===== config.mk =====
export PLATFORM = sky130hd
export DESIGN_NAME = palette_entry_shade_to_rgb16_flat
export DESIGN_NICKNAME = d
export VERILOG_FILES = /design/src/design/pesr_pkg.sv /design/src/design/pesr_if.sv /design/src/design/pesr_place.sv /design/src/design/palette_entry_shade_to_rgb16.sv /design/src/flat_wrapper.sv
export SDC_FILE = /design/constraint.sdc
export NUM_CORES = 2
export LEC_CHECK = 0
export BUFFER_PORTS_ARGS = -buffer_cell sky130_fd_sc_hd__clkbuf_2
export CAP_MARGIN = 20
export CORE_MARGIN = 8
export CORE_UTILIZATION = 61
export DETAILED_ROUTE_END_ITERATION = 7
export PLACE_DENSITY = 0.75
export SKIP_LAST_GASP = 1
export SLEW_MARGIN = 10
export SYNTH_ARGS = -nofsm -noshare
export SYNTH_HDL_FRONTEND = slang
export SYNTH_SLANG_ARGS = --single-unit

===== constraint.sdc =====
create_clock -name clk -period 7.1 [get_ports clk]
set_clock_uncertainty 0.1 [all_clocks]
set_input_delay 0.71 -clock clk [delete_from_list [all_inputs] [get_ports clk]]
set_output_delay 0.71 -clock clk [all_outputs]
set_load 0.05 [all_outputs]

===== src/design/pesr_pkg.sv =====
// Package: shared types, constants and register indexes for the palette shade/pack block.
`timescale 1ns / 1ps
`default_nettype none
package pesr_pkg;

	localparam int unsigned CH_W    = 8;
	localparam int unsigned SCALE_W = 16;
	localparam int unsigned FMT_W   = 21;
	localparam int unsigned COLOR_W = 16;
	localparam int unsigned SUM_W   = 18;  // 1000 * 255 fits
	localparam int unsigned PROD_W  = SCALE_W + CH_W;
	localparam int unsigned CFG_IDX_W = 3;

	// luminance weights, sum is divided by 1000
	localparam logic [9:0] LUM_WR = 10'd299;
	localparam logic [9:0] LUM_WG = 10'd587;
	localparam logic [9:0] LUM_WB = 10'd114;
	localparam logic [9:0] LUM_DIV = 10'd1000;

	// floor(x/1000) estimate: (x * 1048) >> 20 is low by at most one
	localparam logic [10:0] RECIP_1000 = 11'd1048;
	localparam int unsigned RECIP_SH   = 20;

	localparam logic [COLOR_W-1:0] BLACK_SUB = 16'h0001;

	localparam logic [SCALE_W-1:0] SCALE_RST = 16'd256;
	localparam logic [FMT_W-1:0]   RED_FMT_RST   = 21'h08F800;
	localparam logic [FMT_W-1:0]   GREEN_FMT_RST = 21'h0307E0;
	localparam logic [FMT_W-1:0]   BLUE_FMT_RST  = 21'h1D001F;

	typedef enum logic [CFG_IDX_W-1:0] {
		CFG_RED_SCALE   = 3'd0,
		CFG_GREEN_SCALE = 3'd1,
		CFG_BLUE_SCALE  = 3'd2,
		CFG_MONO_MODE   = 3'd3,
		CFG_RED_FMT     = 3'd4,
		CFG_GREEN_FMT   = 3'd5,
		CFG_BLUE_FMT    = 3'd6
	} cfg_idx_t;

	typedef logic [CH_W-1:0]    chan_t;
	typedef logic [FMT_W-1:0]   fmt_t;
	typedef logic [COLOR_W-1:0] color_t;

endpackage
`default_nettype wire


===== src/design/pesr_if.sv =====
// Interfaces: palette entry input channel and packed color output channel.
`timescale 1ns / 1ps
`default_nettype none
interface pesr_in_if;
	logic       valid;
	logic       ready;
	logic [7:0] red_in;
	logic [7:0] green_in;
	logic [7:0] blue_in;

	modport source (output valid, output red_in, output green_in, output blue_in,
		input ready);
	modport sink (input valid, input red_in, input green_in, input blue_in,
		output ready);
endinterface

interface pesr_out_if;
	logic        valid;
	logic        ready;
	logic [15:0] packed_color;

	modport source (output valid, output packed_color, input ready);
	modport sink (input valid, input packed_color, output ready);
endinterface
`default_nettype wire


===== src/design/pesr_place.sv =====
// Channel placement: saturate a scaled channel, shift by the signed format shift, mask.
`timescale 1ns / 1ps
`default_nettype none
module pesr_place (
	input  wire logic [pesr_pkg::PROD_W-1:0] prod,
	input  wire pesr_pkg::fmt_t              fmt,
	output pesr_pkg::chan_t                  shade,
	output pesr_pkg::color_t                 field
);
	import pesr_pkg::*;

	logic [4:0]          sh;
	logic [4:0]          amt;
	logic [PROD_W-CH_W-CH_W-1:0] upper;
	logic [COLOR_W+CH_W-1:0] lshift;
	color_t              placed;

	always_comb begin
		// prod / 256, saturate at 255
		upper = prod[PROD_W-1:CH_W + CH_W];
		shade = (upper != '0) ? 8'hFF : prod[CH_W + CH_W - 1:CH_W];
		sh    = fmt[FMT_W-1:COLOR_W];
		amt   = 5'(5'd0 - sh);  // magnitude of a negative shift, 1..16
		lshift = {{COLOR_W{1'b0}}, shade} << sh[3:0];
		if (sh[4]) begin
			placed = COLOR_W'({{COLOR_W-CH_W{1'b0}}, shade} >> amt);
		end else begin
			placed = lshift[COLOR_W-1:0];
		end
		field = placed & fmt[COLOR_W-1:0];
	end

endmodule
`default_nettype wire


===== src/design/palette_entry_shade_to_rgb16.sv =====
// Top level: five-stage pipeline that shades a palette entry and packs it to 16 bits.
`timescale 1ns / 1ps
`default_nettype none
// Usage notes
//  in_ch  : one palette entry (red_in, green_in, blue_in) per item, valid/ready.
//  out_ch : one packed_color per item, valid/ready, same order as the inputs.
//  cfg_*  : write-only registers, written when cfg_we is high at a clock edge.
//           Index 0..2 scales, 3 mono_mode, 4..6 formats; index 7 is ignored.
//           Write only while no item is in flight.
// Pipeline (one item per clock sustained while the output is not stalled):
//  s1  luminance weighted sum 299r + 587g + 114b
//  s2  reciprocal multiply, estimate of sum/1000 (low by at most one)
//  s3  remainder check corrects the estimate to the exact luminance
//  s4  scale * channel (or scale * luminance in mono mode), 16x8 multipliers
//  s5  saturate, shift, mask, OR, black substitution -> output register
// Throughput is set by the output handshake; every stage is registered.
// Every stage has its own valid bit and loads when it is empty or the stage
// after it moves, so bubbles collapse and in_ch.ready stays high while the
// output register waits, until all five stages hold items.
// Reset clears all valid bits and puts the registers at gain 1.0, color
// mode, RGB565 packing. A stalled receiver freezes only full stages; no item
// is dropped or repeated.
module palette_entry_shade_to_rgb16 (
	input  wire logic                          clk,
	input  wire logic                          arst_n,
	pesr_in_if.sink                            in_ch,
	pesr_out_if.source                         out_ch,
	input  wire logic                          cfg_we,
	input  wire logic [pesr_pkg::CFG_IDX_W-1:0] cfg_index,
	input  wire logic [pesr_pkg::FMT_W-1:0]    cfg_data
);
	import pesr_pkg::*;

	// configuration registers
	logic [SCALE_W-1:0] red_scale_q, green_scale_q, blue_scale_q;
	logic               mono_q;
	fmt_t               red_fmt_q, green_fmt_q, blue_fmt_q;

	always_ff @(posedge clk or negedge arst_n) begin
		if (!arst_n) begin
			red_scale_q   <= SCALE_RST;
			green_scale_q <= SCALE_RST;
			blue_scale_q  <= SCALE_RST;
			mono_q        <= 1'b0;
			red_fmt_q     <= RED_FMT_RST;
			green_fmt_q   <= GREEN_FMT_RST;
			blue_fmt_q    <= BLUE_FMT_RST;
		end else if (cfg_we) begin
			unique case (cfg_index)
				CFG_RED_SCALE:   red_scale_q   <= cfg_data[SCALE_W-1:0];
				CFG_GREEN_SCALE: green_scale_q <= cfg_data[SCALE_W-1:0];
				CFG_BLUE_SCALE:  blue_scale_q  <= cfg_data[SCALE_W-1:0];
				CFG_MONO_MODE:   mono_q        <= cfg_data[0];
				CFG_RED_FMT:     red_fmt_q     <= cfg_data;
				CFG_GREEN_FMT:   green_fmt_q   <= cfg_data;
				CFG_BLUE_FMT:    blue_fmt_q    <= cfg_data;
				default: ;
			endcase
		end
	end

	// stage valid bits and load enables
	logic v_s1, v_s2, v_s3, v_s4, v_s5;
	logic en_s1, en_s2, en_s3, en_s4, en_s5;

	assign en_s5 = !v_s5 || out_ch.ready;
	assign en_s4 = !v_s4 || en_s5;
	assign en_s3 = !v_s3 || en_s4;
	assign en_s2 = !v_s2 || en_s3;
	assign en_s1 = !v_s1 || en_s2;
	assign in_ch.ready = en_s1;

	always_ff @(posedge clk or negedge arst_n) begin
		if (!arst_n) begin
			v_s1 <= 1'b0;
			v_s2 <= 1'b0;
			v_s3 <= 1'b0;
			v_s4 <= 1'b0;
			v_s5 <= 1'b0;
		end else begin
			if (en_s1) v_s1 <= in_ch.valid;
			if (en_s2) v_s2 <= v_s1;
			if (en_s3) v_s3 <= v_s2;
			if (en_s4) v_s4 <= v_s3;
			if (en_s5) v_s5 <= v_s4;
		end
	end

	// s1: weighted sum
	chan_t            r_s1, g_s1, b_s1;
	logic [SUM_W-1:0] sum_s1;
	always_ff @(posedge clk) begin
		if (en_s1) begin
			r_s1   <= in_ch.red_in;
			g_s1   <= in_ch.green_in;
			b_s1   <= in_ch.blue_in;
			sum_s1 <= SUM_W'(in_ch.red_in * LUM_WR) + SUM_W'(in_ch.green_in * LUM_WG)
				+ SUM_W'(in_ch.blue_in * LUM_WB);
		end
	end

	// s2: quotient estimate
	chan_t                        r_s2, g_s2, b_s2, q0_s2;
	logic [SUM_W-1:0]             sum_s2;
	logic [SUM_W+11-1:0]          recip_prod;
	assign recip_prod = (SUM_W + 11)'(sum_s1) * (SUM_W + 11)'(RECIP_1000);
	always_ff @(posedge clk) begin
		if (en_s2) begin
			r_s2   <= r_s1;
			g_s2   <= g_s1;
			b_s2   <= b_s1;
			sum_s2 <= sum_s1;
			q0_s2  <= recip_prod[RECIP_SH + CH_W - 1:RECIP_SH];
		end
	end

	// s3: correct estimate to exact floor(sum/1000)
	chan_t            r_s3, g_s3, b_s3, lum_s3;
	logic [SUM_W-1:0] rem;
	assign rem = sum_s2 - SUM_W'(q0_s2 * LUM_DIV);
	always_ff @(posedge clk) begin
		if (en_s3) begin
			r_s3   <= r_s2;
			g_s3   <= g_s2;
			b_s3   <= b_s2;
			lum_s3 <= (rem >= SUM_W'(LUM_DIV)) ? q0_s2 + 8'd1 : q0_s2;
		end
	end

	// s4: gain multiply
	logic [PROD_W-1:0] rp_s4, gp_s4, bp_s4;
	chan_t             r_src, g_src, b_src;
	always_comb begin
		r_src = mono_q ? lum_s3 : r_s3;
		g_src = mono_q ? lum_s3 : g_s3;
		b_src = mono_q ? lum_s3 : b_s3;
	end
	always_ff @(posedge clk) begin
		if (en_s4) begin
			rp_s4 <= PROD_W'(red_scale_q) * PROD_W'(r_src);
			gp_s4 <= PROD_W'(green_scale_q) * PROD_W'(g_src);
			bp_s4 <= PROD_W'(blue_scale_q) * PROD_W'(b_src);
		end
	end

	// s5: place, pack, substitute for black collisions
	chan_t  r_sh, g_sh, b_sh;
	color_t r_fld, g_fld, b_fld, word;
	color_t packed_s5;

	pesr_place u_place_r (.prod(rp_s4), .fmt(red_fmt_q),   .shade(r_sh), .field(r_fld));
	pesr_place u_place_g (.prod(gp_s4), .fmt(green_fmt_q), .shade(g_sh), .field(g_fld));
	pesr_place u_place_b (.prod(bp_s4), .fmt(blue_fmt_q),  .shade(b_sh), .field(b_fld));

	always_comb begin
		word = r_fld | g_fld | b_fld;
		if (word == '0 && (r_sh != '0 || g_sh != '0 || b_sh != '0)) begin
			word = BLACK_SUB;
		end
	end

	always_ff @(posedge clk) begin
		if (en_s5) begin
			packed_s5 <= word;
		end
	end

	assign out_ch.valid        = v_s5;
	assign out_ch.packed_color = packed_s5;

endmodule
`default_nettype wire

===== src/flat_wrapper.sv =====
// flat-port wrapper written by rule: the top's interface ports become plain ports
module palette_entry_shade_to_rgb16_flat import pesr_pkg::*;
  (clk, arst_n, cfg_we, cfg_index, cfg_data, in_ch_valid, in_ch_red_in, in_ch_green_in, in_ch_blue_in, in_ch_ready, out_ch_valid, out_ch_packed_color, out_ch_ready);
  pesr_in_if in_ch_i ();
  pesr_out_if out_ch_i ();
  input  wire logic clk;
  input  wire logic arst_n;
  input  wire logic cfg_we;
  input  wire logic [pesr_pkg::CFG_IDX_W-1:0] cfg_index;
  input  wire logic [pesr_pkg::FMT_W-1:0] cfg_data;
  input wire logic [$bits(in_ch_i.valid)-1:0] in_ch_valid;
  input wire logic [$bits(in_ch_i.red_in)-1:0] in_ch_red_in;
  input wire logic [$bits(in_ch_i.green_in)-1:0] in_ch_green_in;
  input wire logic [$bits(in_ch_i.blue_in)-1:0] in_ch_blue_in;
  output wire logic [$bits(in_ch_i.ready)-1:0] in_ch_ready;
  output wire logic [$bits(out_ch_i.valid)-1:0] out_ch_valid;
  output wire logic [$bits(out_ch_i.packed_color)-1:0] out_ch_packed_color;
  input wire logic [$bits(out_ch_i.ready)-1:0] out_ch_ready;
  assign in_ch_i.valid = in_ch_valid;
  assign in_ch_i.red_in = in_ch_red_in;
  assign in_ch_i.green_in = in_ch_green_in;
  assign in_ch_i.blue_in = in_ch_blue_in;
  assign in_ch_ready = in_ch_i.ready;
  assign out_ch_valid = out_ch_i.valid;
  assign out_ch_packed_color = out_ch_i.packed_color;
  assign out_ch_i.ready = out_ch_ready;
  palette_entry_shade_to_rgb16 u_core (.clk(clk), .arst_n(arst_n), .in_ch(in_ch_i), .out_ch(out_ch_i), .cfg_we(cfg_we), .cfg_index(cfg_index), .cfg_data(cfg_data));
endmodule

-- After elaboration in Yosys (flattened, before gate mapping)
Cells that the tools add are included.
- register bits after elaboration: 329
- input port bits: 53
- output and inout bits: 18
- logic and storage cells: 100
- add/subtract/negate cells: 7
- multipliers: 8
- $lt $le $gt $ge: 1
- equality and inequality tests: 6
- shift-type cells: 6
- muxes and demuxes: 10
- bitwise operators: 5
- reductions and logical operators: 28
- operator list (operator ; number):
    $mul A16 B8 Y24 ; 3
    $mux W8 ; 7
    $and A16 B16 Y16 ; 3
    $mux W16 ; 3
    $reduce_bool A8 Y1 ; 6
    $shl A8 B4 Y16 ; 3
    $shr A8 B5 Y16 ; 3
    $or A16 B16 Y16 ; 2
    $mul A18 B8 Y25 const B ; 1
    $add A17 B18 Y18 ; 1
    $add A18 B15 Y18 ; 1
    $ge A18 B10 Y1 const B ; 1
    $mul A8 B10 Y18 const B ; 1
    $sub A18 B18 Y18 ; 1
    $mul A8 B9 Y17 const B ; 1
    $logic_not A16 Y1 ; 1
    $mul A8 B7 Y15 const B ; 1
    $sub A1 B5 Y5 const A ; 3
    $mul A8 B6 Y14 const B ; 1
    $reduce_and A2 Y1 ; 7
    $eq A3 B3 Y1 const B ; 3
    $add A8 B1 Y8 const B ; 1
    $logic_or A1 B1 Y1 ; 7
    $eq A3 B2 Y1 const B ; 2
    other kinds (4) ; 8

-- Longest topological paths before layout
- word-level depth: 9
- mapped depth: 25
- depth with buffers taken out: 25

-- Hierarchy
From an unflattened synthesis, not the netlist that was laid out.
- cell total of the unflattened synthesis: 3207
- area total of the unflattened synthesis: 33378.3 sq um
- modules (own cells, without submodules) (module ; times used ; cells each ; area an instance (sq um) ; sequential area each (sq um)):
    palette_entry_shade_to_rgb16 ; 1 ; 2682 ; 29789.8 ; 9236.4
    pesr_place ; 3 ; 175 ; 1196.1 ; 0.0

-- Least setup slack after synthesis
No wires, ideal clock.
- path kind: input to register
- start: input in_ch_blue_in[0]
- end: register u_core.sum_s1[15] (data pin)
- setup time: 0.259 ns
- arrival time: 5.957 ns
- data required time: 6.741 ns
- slack: 0.784 ns
- stages: 23
- buffers on the path: 0
- cell sequence: fa_1 -> inv_1 -> fa_1 -> inv_1 -> ha_1 -> ha_1 -> inv_1 -> fa_1 -> inv_1 -> a21oi_1 -> o21ai_0 -> a21oi_1 -> o21bai_1 -> xor2_1 -> ha_1 -> fa_1 -> fa_1 -> ha_1 -> or3_1 -> a211o_1 -> a31o_2 -> a21oi_1 -> xnor2_1
- word-level cells in the longest chain between the ends: 2
- ends and longest elaborated chain (what ; RTL line ; RTL):
    from (decl) ; flat_wrapper.sv:14 ; input wire logic [$bits(in_ch_i.blue_in)-1:0] in_ch_blue_in;
    $mul A8 B6 Y14 ; palette_entry_shade_to_rgb16.sv:98 ; + SUM_W'(in_ch.blue_in * LUM_WB);
    $add A18 B15 Y18 ; palette_entry_shade_to_rgb16.sv:98 ;
    to (signal assigned) ; palette_entry_shade_to_rgb16.sv:97 ; sum_s1 <= SUM_W'(in_ch.red_in * LUM_WR) + SUM_W'(in_ch.green_in * LUM_WG)
    to (decl) ; palette_entry_shade_to_rgb16.sv:91 ; logic [SUM_W-1:0] sum_s1;
Every way passes these cells.
A chain may end at the register's enable or synchronous reset.

-- Final worst setup path
- start: register u_core.q0_s2[1]
- end: register u_core.lum_s3[0] (data pin)
- word-level cells in the longest chain between the ends: 4
- ends and longest elaborated chain (what ; RTL line ; RTL):
    from (decl) ; palette_entry_shade_to_rgb16.sv:103 ; chan_t r_s2, g_s2, b_s2, q0_s2;
    from (signal assigned) ; palette_entry_shade_to_rgb16.sv:113 ; q0_s2 <= recip_prod[RECIP_SH + CH_W - 1:RECIP_SH];
    $mul A8 B7 Y15 ; palette_entry_shade_to_rgb16.sv:120 ; assign rem = sum_s2 - SUM_W'(q0_s2 * LUM_DIV);
    $sub A18 B18 Y18 ; palette_entry_shade_to_rgb16.sv:120 ;
    $ge A18 B10 Y1 ; palette_entry_shade_to_rgb16.sv:126 ; lum_s3 <= (rem >= SUM_W'(LUM_DIV)) ? q0_s2 + 8'd1 : q0_s2;
    $mux W8 ; palette_entry_shade_to_rgb16.sv:126 ;
    to (signal assigned) ; palette_entry_shade_to_rgb16.sv:126 ;
    to (decl) ; palette_entry_shade_to_rgb16.sv:118 ; chan_t r_s3, g_s3, b_s3, lum_s3;
Every way passes these cells.

==> summary.txt <==
R2R Path End -> u_core.lum_s3[0]
Iter 0 DRT Violations -> 1575
Site Rows -> 83
R2R depth -> 25
CP max stage cell -> fa_1
CP Buf/Inv Count -> 3
share of layout cells above drive strength 1 -> 11.9%
Setup WS post-layout -> 298 ps
first-pass GRT wire length -> 126000 um
family with the most delay on the worst path -> adder cells
Final Core Density -> 66.0%
worst flop-to-flop path startpoint -> u_core.q0_s2[1]
Min-Delay Path Class -> in2async
cell count after synthesis -> 3038
Seq/Total Area, Yosys -> 26.9%
global route total overflow -> 0
final instance area -> 0.0339 mm2
routability congestion estimate -> 0.976
final hold slack -> 86.5 ps
drt drc -> 0
Synth cell types -> 84
ratio of final minimum period to clock period -> 95.8%
CTS tree -> done
FF-to-FF setup slack -> 300 ps
Post-synth EDFFs -> 185
IO buf count -> 70
Post-Route WL -> 78300 um
status -> finished, final reports clean
H-tree levels -> 2
initial antenna violation count -> 3
Inserted Clock Buffers -> 36
Synth Register Bits -> 302
Startpoint Class -> flop
Max Slew Vio Count -> 0
Layout area overhead -> 6.94%
Worst Setup SP -> u_core.q0_s2[1]
achievable frequency -> 147 MHz
critical path required time -> 7300 ps
Post-Syn Area -> 0.0317 mm2
largest net degree at the start of global routing -> 70
NumNets Final -> 3817
syn_area_per_cell -> 10.4 um2
Worst setup EP type -> flop
Most used DFF post-synth -> edfxtp_1
Crit path depth -> 25
vias per cell -> 5.99
Ports -> 71
vias post-DR -> 22.7k
Clk Latency, worst-skew pair -> 550 ps
Mapped Nets -> 3777
Placement Setup Slack -> 221 ps
max_slew headroom -> 36.3%
DP Area -> 0.0327 mm2
Final min period -> 6800 ps
clock tree buffer depth -> 3
hold buffers post-CTS -> 0
Critical Path End -> u_core.lum_s3[0]
TritonCTS Sinks -> 302
Final Hold Viols -> 0
clock root cell -> clkbuf_16
drt wl/cell -> 20.7 um
ys async rst share -> 38.7%
Reg clk slew, reported paths -> 50 ps
chip height -> 244 um
Worst Max-Slew Pin Slew -> 947 ps
area of the core -> 0.0513 mm2
maximum capacitance violations -> 0
Setup Crit Path Kind -> reg2reg
crit path DAT -> 7000 ps
largest stage delay on the critical path -> 610 ps
post-route antenna net violation count -> 0
die width -> 244 um
Tot GR Track Use -> 26.3%
drt first pass iters -> 5
crit path max fanout -> 8
Initial Util -> 61.8%
vias in the first global route -> 23.6k
Final setup viols -> 0
Synthesis Warnings -> 0
dpl hpwl -> 61700 um
area of the die -> 0.0595 mm2
## synth_stat cells, types with 11 or more instances
master,count,area share (%)
inv_1,495,5.9
fa_1,354,22
ha_1,332,13
nand2_1,276,3.3
and2_1,188,3.7
edfxtp_1,185,18
mux2_2,126,4.5
nor2_1,98,1.2
dfrtp_1,91,7.2
o21ai_0,86,1.4
xnor2_1,82,2.3
a21oi_1,75,1.2
clkbuf_1,65,0.77
nor3_1,48,0.76
nand3_1,32,0.51
buf_1,29,0.34
dfstp_2,26,2.2
xor2_1,25,0.69
mux2i_1,24,0.76
o21a_1,24,0.57
mux4_2,23,1.6
o211ai_1,23,0.54
nand2b_1,20,0.39
nor2b_1,19,0.38
nand4_1,18,0.36
nor4_1,17,0.34
and3_1,14,0.28
or3_1,14,0.28
a21o_1,13,0.31
a31oi_1,13,0.26
a211oi_1,11,0.26
## state kept, by name, indices dropped and copies added (netlist names), 15 cells and up
| name | flops |
|---|---|
| u_core.red_scale_q | 16 |
| u_core.green_fmt_q | 21 |
| u_core.green_scale_q | 16 |
| u_core.blue_fmt_q | 21 |
| u_core.sum_s1 | 18 |
| u_core.out_ch.packed_color | 16 |
| u_core.rp_s4 | 16 |
| u_core.gp_s4 | 16 |
| u_core.blue_scale_q | 16 |
| u_core.bp_s4 | 16 |
| u_core.sum_s2 | 15 |
| u_core.red_fmt_q | 21 |
## routing by layer
layer | wire length (um) | vias up | track usage (%)
met5 | 0 | - | 0
met4 | 3690 | 0 | 11.6
met3 | 4780 | 217 | 3.60
met2 | 38900 | 837 | 45.3
met1 | 30900 | 11400 | 32.8
li1 | - | 10300 | -
## worst min path at each step
stage | end | cells past startpoint | slack (ps) | from
detailed placement | u_core.g_s3[4] | 0 | 300 | u_core.g_s2[4]
finish | u_core.blue_fmt_q[12] | 1 | 90 | arst_n
CTS | u_core.blue_fmt_q[6] | 1 | 90 | arst_n
global route | u_core.blue_fmt_q[12] | 1 | 120 | arst_n
global placement | u_core.r_s2[2] | 0 | 300 | u_core.r_s1[2]
floorplan | u_core.b_s2[0] | 0 | 300 | u_core.b_s1[0]
## worst reg2reg max path, delay by kind of cell (launching register included)
| family | cells | cell delay [ps] |
|---|---|---|
| compound gates | 9 | 1800 |
| xor+xnor | 3 | 480 |
| fa+ha+maj | 6 | 2530 |
| buf+inv | 3 | 290 |
| flops | 1 | 470 |
| mux | 1 | 370 |
| simple gates | 3 | 510 |
## cell families (layout without fill, tap and decap cells)
logic type	count (synthesis)	in the layout	share of synthesized area [%]
AOI/OAI and AO/OA	376	376	7.98
and+or+nand+nor	792	792	12.6
buffers and inverters	602	669	7.22
muxes	173	173	6.87
xor gates and xnor gates	107	107	2.96
DFF	302	302	26.9
other	0	1	0
adders and majority gates	686	686	35.5
## layout by cell type, fill, tap and decap left out, types with 14 or more instances in the layout
master	instances
clkbuf_2	69
ha_1	332
o21ai_0	83
and3_1	14
mux2i_1	24
nor2_1	98
dfrtp_1	91
nand4_1	18
nor2b_1	19
nand2_1	274
mux4_2	23
dfstp_2	26
xor2_1	25
o21a_1	24
edfxtp_1	185
o211ai_1	23
buf_4	37
inv_1	495
nor3_1	46
nor4_1	17
or3_1	14
a21oi_1	75
fa_1	354
nand2b_1	20
clkbuf_16	36
and2_1	188
mux2_2	126
xnor2_1	81
nand3_1	32
## through the flow
| step | setup TNS (ps) | cells |
|---|---|---|
| final | 0 | 3786 |
| after global routing | -276 | 3785 |
| after CTS | 0 | 3780 |
| after detailed placement | 0 | 3715 |
| after global placement | 0 | 3715 |
| after floorplan | 0 | 3038 |
## cell type report
type | count | area (um2)
Sequential cell | 302 | 8520
Inverter | 496 | 1860
Multi-Input combinational cell | 2134 | 20900
Clock buffer | 41 | 920
Timing Repair Buffer | 108 | 648
Clock inverter | 24 | 169
Tap cell | 680 | 851
Antenna cell | 1 | 2.50
Fill cell | 4002 | 17400
## what timing repair did
action / in CTS / in global routing
resized for setup: 0 / 2
hold endpoints to repair: 0 / 0
setup endpoints to repair: 0 / 8
buffers inserted: 0 / 3
Power is left out: the tool's default activity adds up to more than one toggle a clock period on the data nets, which glitch-free logic cannot reach.
